<file path="src/rtl/core/ssc_pkg.sv">
// ----------------------------------------------------------------------------
// Six-step commutation sequencer package
// Widths, register indexes, reset values, state types and sector table.
// ----------------------------------------------------------------------------
`timescale 1ns / 1ps

package ssc_pkg;

    localparam int TickW   = 32;
    localparam int PeriodW = 10;
    localparam int DebW    = 10;
    localparam int IncW    = 8;
    localparam int LimW    = 10;
    localparam int SecW    = 3;
    localparam int GateW   = 3;
    localparam int CfgIdxW = 2;
    localparam int CfgW    = 10;

    localparam logic [CfgIdxW-1:0] REG_DEBOUNCE  = 2'd0;
    localparam logic [CfgIdxW-1:0] REG_INCREMENT = 2'd1;
    localparam logic [CfgIdxW-1:0] REG_LIMIT     = 2'd2;
    localparam logic [CfgIdxW-1:0] REG_START     = 2'd3;

    localparam logic [DebW-1:0]    RST_DEBOUNCE  = 10'd100;
    localparam logic [IncW-1:0]    RST_INCREMENT = 8'd50;
    localparam logic [LimW-1:0]    RST_LIMIT     = 10'd1000;
    localparam logic [PeriodW-1:0] RST_START     = 10'd500;

    localparam logic [SecW-1:0] SEC_1 = 3'd1;
    localparam logic [SecW-1:0] SEC_2 = 3'd2;
    localparam logic [SecW-1:0] SEC_3 = 3'd3;
    localparam logic [SecW-1:0] SEC_4 = 3'd4;
    localparam logic [SecW-1:0] SEC_5 = 3'd5;
    localparam logic [SecW-1:0] SEC_6 = 3'd6;

    localparam logic [GateW-1:0] PH_U = 3'b001;
    localparam logic [GateW-1:0] PH_V = 3'b010;
    localparam logic [GateW-1:0] PH_W = 3'b100;

    typedef struct packed {
        logic [DebW-1:0] debounce;
        logic [IncW-1:0] increment;
        logic [LimW-1:0] limit;
    } t_cfg;

    typedef struct packed {
        logic [TickW-1:0]   tick;
        logic [TickW-1:0]   btn_stamp;
        logic               btn_stable;
        logic [TickW-1:0]   step_stamp;
        logic [PeriodW-1:0] period;
        logic [SecW-1:0]    sector;
        logic [GateW-1:0]   high;
        logic [GateW-1:0]   low;
        logic               led;
    } t_state;

    typedef struct packed {
        logic [GateW-1:0] high;
        logic [GateW-1:0] low;
        logic [SecW-1:0]  next;
    } t_sector_entry;

    function automatic t_sector_entry sector_lookup(input logic [SecW-1:0] sec);
        t_sector_entry e;
        case (sec)
            SEC_2: e = '{high: PH_V, low: PH_W, next: SEC_3};
            SEC_3: e = '{high: PH_V, low: PH_U, next: SEC_4};
            SEC_4: e = '{high: PH_W, low: PH_U, next: SEC_5};
            SEC_5: e = '{high: PH_W, low: PH_V, next: SEC_6};
            SEC_6: e = '{high: PH_U, low: PH_V, next: SEC_1};
            default: e = '{high: PH_U, low: PH_W, next: SEC_2};
        endcase
        return e;
    endfunction

endpackage

</file>
<file path="src/rtl/core/ssc_step_logic.sv">
// ----------------------------------------------------------------------------
// Six-step commutation sequencer tick logic
// Debounce, period update and commutation step for one tick.
// ----------------------------------------------------------------------------
`timescale 1ns / 1ps

module ssc_step_logic
    import ssc_pkg::*;
(
    input  t_cfg   i_cfg,
    input  t_state i_state,
    input  logic   i_level,
    output t_state o_state,
    output logic   o_stepped
);

    logic [TickW-1:0]   tick_n;
    logic [TickW-1:0]   btn_elapsed;
    logic [TickW-1:0]   step_elapsed;
    logic               btn_change;
    logic [PeriodW:0]   period_sum;
    logic [PeriodW-1:0] period_cand;
    logic [PeriodW-1:0] period_n;
    t_sector_entry      sec_e;

    always_comb begin
        tick_n      = i_state.tick + 1'b1;
        btn_elapsed = tick_n - i_state.btn_stamp;
        btn_change  = (i_level != i_state.btn_stable) &&
                      (btn_elapsed >= {{(TickW-DebW){1'b0}}, i_cfg.debounce});

        period_sum  = {1'b0, i_state.period} + {{(PeriodW+1-IncW){1'b0}}, i_cfg.increment};
        period_cand = (period_sum > {1'b0, i_cfg.limit})
                    ? {{(PeriodW-IncW){1'b0}}, i_cfg.increment}
                    : period_sum[PeriodW-1:0];
        period_n    = (btn_change && !i_level) ? period_cand : i_state.period;

        step_elapsed = tick_n - i_state.step_stamp;
        o_stepped    = step_elapsed >= {{(TickW-PeriodW){1'b0}}, period_n};
        sec_e        = sector_lookup(i_state.sector);

        o_state        = i_state;
        o_state.tick   = tick_n;
        o_state.period = period_n;
        if (btn_change) begin
            o_state.btn_stable = i_level;
            o_state.btn_stamp  = tick_n;
        end
        if (o_stepped) begin
            o_state.step_stamp = tick_n;
            o_state.led        = ~i_state.led;
            o_state.high       = sec_e.high;
            o_state.low        = sec_e.low;
            o_state.sector     = sec_e.next;
        end
    end

endmodule

</file>
<file path="config.mk">
export PLATFORM = sky130hd
export DESIGN_NAME = ssc_step_logic
export DESIGN_NICKNAME = d
export VERILOG_FILES = /design/src/rtl/core/ssc_pkg.sv /design/src/rtl/core/ssc_step_logic.sv
export SDC_FILE = /design/constraint.sdc
export NUM_CORES = 1
export LEC_CHECK = 0
export BUFFER_PORTS_ARGS = -buffer_cell sky130_fd_sc_hd__buf_2
export CAP_MARGIN = 20
export CORE_ASPECT_RATIO = 1.5
export CORE_MARGIN = 4
export CORE_UTILIZATION = 53
export DETAILED_ROUTE_END_ITERATION = 10
export PLACE_DENSITY = 0.85
export SETUP_SLACK_MARGIN = 0.3
export SLEW_MARGIN = 20
export SYNTH_ARGS = -nofsm -noshare
export SYNTH_HDL_FRONTEND = slang
export SYNTH_SLANG_ARGS = --single-unit
</file>
<file path="constraint.sdc">
create_clock -name vclk -period 11.9
set_input_delay 1.19 -clock vclk [all_inputs]
set_output_delay 1.19 -clock vclk [all_outputs]
set_load 0.05 [all_outputs]
</file>
---- Word-level counts from Yosys, hierarchy flattened ----
Index checks and enable logic that the tools add are counted.
storage, ports and cells
  bits in latches ......................... 0
  memory bits (read-only) ................. 0
  RAM bits ................................ 0
  memories ................................ 0
  register bits after elaboration ......... 0
  word-level logic and storage cells ...... 23
  output and inout port bits .............. 118
operators by class
  magnitude comparators ................... 3
  div/mod/pow operators ................... 0
  multiply operators ...................... 0
  add/subtract/negate cells ............... 4
  bitwise operators ....................... 1
  mux-type cells .......................... 6
  equal/unequal tests ..................... 6
  shifts and indexed selects .............. 0
  reductions and logical operators ........ 3
operators by type and width
  cell                     number
  $ge A32 B10 Y1           2
  $sub A32 B32 Y32         2
  $pmux W9 S5              1
  $mux W33                 1
  $add A32 B1 Y32 const B  1
  $mux W32                 1
  $mux W10                 3
  $add A10 B8 Y11          1
  $gt A11 B10 Y1           1
  $eq A3 B3 Y1 const B     3
  $eq A3 B2 Y1 const B     2
  $logic_and A1 B1 Y1      2
  $logic_not A1 Y1         1
  $ne A1 B1 Y1             1
  $not A1 Y1               1

---- Depth between registers and ports, before layout ----
  depth after elaboration ................. 8
  depth in mapped cells ................... 34
  gate-level depth less buffers ........... 31

---- Least setup slack after synthesis ----
Ideal clock, no wire load.
  path kind ............................... input port to output port
  from .................................... input port i_state[85] in the netlist's numbering
  to ...................................... output port o_state[36] in the netlist's numbering
  stages .................................. 33
  path buffers ............................ 4
  slack ................................... 1.178 ns
  data arrival time ....................... 9.532 ns
  required time ........................... 10.710 ns
  cells stage by stage .................... ha_1 -> nand3_1 -> nor2_1 -> and3_1 -> and2_1 -> nand4_1 -> xnor2_1 -> ha_1 -> clkbuf_1 -> a21oi_1 -> o211ai_1 -> o221ai_1 -> nand4_1 -> a211o_1 -> a211oi_1 -> nor2_1 -> and4b_1 -> a21oi_2 -> buf_2 -> mux2i_1 -> ha_1 -> a211o_1 -> a31oi_1 -> o21ai_0 -> a41o_1 -> a211oi_4 -> nand3b_1 -> or4_1 -> nor4_1 -> buf_2 -> buf_2 -> nor2_1 -> a21oi_1
RTL lines
  item                line                  text
  start: declaration  ssc_step_logic.sv:11  input t_state i_state,
  end: declaration    ssc_step_logic.sv:13  output t_state o_state,

---- Worst setup path after layout ----
  from .................................... input port i_state[85] in the netlist's numbering
  to ...................................... output port o_stepped
between the ends
  word-level cells in the longest chain between the ends .. 7
  elaborated cells on any way between the ends .. 8
ends and longest elaborated chain
  item                 line                  text
  $add A32 B1 Y32 (*)  ssc_step_logic.sv:27  tick_n = i_state.tick + 1'b1;
  $sub A32 B32 Y32     ssc_step_logic.sv:28  btn_elapsed = tick_n - i_state.btn_stamp;
  $ge A32 B10 Y1       ssc_step_logic.sv:30  (btn_elapsed >= {{(TickW-DebW){1'b0}}, i_cfg.debounce});
  $logic_and A1 B1 Y1  ssc_step_logic.sv:29  btn_change = (i_level != i_state.btn_stable) &&
  $logic_and A1 B1 Y1  ssc_step_logic.sv:36  period_n = (btn_change && !i_level) ? period_cand : i_state.period;
  $mux W10             ssc_step_logic.sv:36
  $ge A32 B10 Y1 (*)   ssc_step_logic.sv:39  o_stepped = step_elapsed >= {{(TickW-PeriodW){1'b0}}, period_n};
  end: declaration     ssc_step_logic.sv:14  output logic o_stepped
Mark *: on every way between the ends. The rest lies on a longest branch, timed or not.

==> metrics.txt <==
status finished, final reports clean; VDD IR max 0.0382 mV; WL met1 10300 µm; most common cell after layout, fill and taps aside buf_2; grt total ovfl 0; post-CTS sizing 0; # rows 52; Port-buffer cells 264; CP endpoint kind output pin; Critical-path top delay cell or4_1; max incr delay on CP 0.54 ns; layout cells sized above 1 27.1%; worst setup margin 0.937 ns; Tcrit/Tclk final 92.1%; Iter 0 DRT Violations 484; DRT Pass-1 Iters 5; power share of the clock group 0%; Place WS 0.953 ns; Mapped Avg Cell Area 6.70 µm²; vias in the first global route 8922; Top cell by count, worst path or4_1; multi-input logic area 6700 µm²; Worst setup SP type primary input; DIE WIDTH 103 µm; CP arrival 9.77 ns; CORE AREA 13400 µm²; routed vias/inst 6.21; final setup fails 0; Ys Warns 0; area delta synth->final 22.5%; I/O pin count 264; FF+latch count 0; crit path kind primary input to output pin; PwrDens 71.2 nW/µm²; register area 0 µm²; total number of vias 9320; Fin Setup TNS 0 ns; Syn Inst Count 1079; Starting Density 53.9%; Combinational Power Share 100.0%; clock period minus worst slack 10.96 ns; Post-CTS Setup Bufs 0; Final Hold Vio Count 0; Max Freq 0.0912 GHz; worst hold-check path type primary input to output pin; Die H 151 µm; clock buffers 0; most frequent cells in the layout buf_2, a21oi_1, inv_1, ha_1, nor2_1; Slew Viols, Final 0; sequential power share 0%; Fillers 1260; routed wire length 29800 µm; GRT Util Overall 36.0%; Top Layer Used met4; Sw Ratio 64.5%; hold_buf cts 0; Crit path required time 10.71 ns; wire per inst 19.9 µm; unrepaired setup endpoints after global routing no; gp weighted congestion 1.05; # DRC 0; initial antenna violation count 1; worst-path fanout max 10; Psw 0.407 mW; max-cap violations 0; remaining antenna violation count 0; total leakage power 4.49 nW; Synth Cell Area 7230 µm²; wire length on met2 13800 µm; sequential-to-total area share from yosys stat 0%; # nets final 1590; first-pass GRT wire length 44300 µm; DP HPWL 25700 µm; largest net degree at the start of global routing 67; die footprint 15600 µm²; Synth Net Count 1329; relative slew slack 26.7%; slew of the pin with the lowest slew margin 1.10 ns; Int Power 0.224 mW; DR WL met3 2580 µm; Synth cell types 76
## final timing paths
path,start,to,depth (start not counted)
worst max-delay path,i_state[85],o_stepped,31
worst min-delay path,i_state[2],o_state[2],4
## layout make-up
| class | instances | area share [%] |
|---|---|---|
| multi-input cells | 936 | 75.6 |
| repair buffers | 294 | 17.5 |
| inverters | 108 | 4.58 |
| well taps | 162 | 2.29 |
| diodes | 1 | 0.0283 |
## synthesized netlist by cell type (all sizes together), types with 19 or more instances
master  number  area share [%]
nand4       26             2.3
a21o        19             2.0
xnor2       48             5.8
nor2       100             5.2
clkbuf      22             1.1
o21ai       54             3.7
nor3        25             1.8
ha         101              17
mux2        57             8.9
nand3       34             2.4
xor2        32             3.9
o21a        19             2.0
inv        108             5.6
a21oi      116             8.1
nand2       90             4.7
## critical path, delay by kind of cell
family	cells	cell delay, ns
adder cells (fa/ha/maj)	3	0.96
multiplexers	1	0.39
AO/OA/AOI/OAI	8	1.94
XOR/XNOR	2	0.75
AND/OR/NAND/NOR	15	4.11
buffers and inverters	2	0.41
## cells by family (layout without fill, tap and decap cells)
group                    count (synthesis)  count (layout)  synth area share [%]
adder cells (fa/ha/maj)                104             104                  18.3
AND/OR/NAND/NOR                        373             373                  25.5
XOR/XNOR                                81              81                  10.0
other                                    0               1                     0
multiplexers                            68              68                  10.4
AO/OA/AOI/OAI                          310             310                  28.1
buffers and inverters                  143             402                  7.69
## through the flow
step                power, mW  cells  instance area [µm²]  hold slack, ns  util (%)
finish                  0.631   1501                 8850            2.76      66.0
global route            0.680   1501                 8850            2.79      66.0
CTS                     0.622   1500                 8840            2.76      66.0
detailed placement      0.619   1500                 8840            2.76      66.0
global placement        0.612   1500                 8840            2.76      66.0
floorplan               0.453   1079                 7230            2.56         -
## power groups by stage
stage | clock (mW) | sequential (mW) | combinational (mW)
floorplan | 0 | 0 | 0.453
global placement | 0 | 0 | 0.612
detailed placement | 0 | 0 | 0.619
CTS | 0 | 0 | 0.622
global route | 0.0000000113 | 0 | 0.680
finish | 0.0000000113 | 0 | 0.631
## per-layer routing
metal | vias to the layer above | global-route usage [%]
met5 | - | 0
met4 | 0 | 29.6
met3 | 152 | 5.02
met2 | 548 | 63.2
met1 | 4153 | 36.8
li1 | 4467 | -
Power figures use the tool's default switching activity.
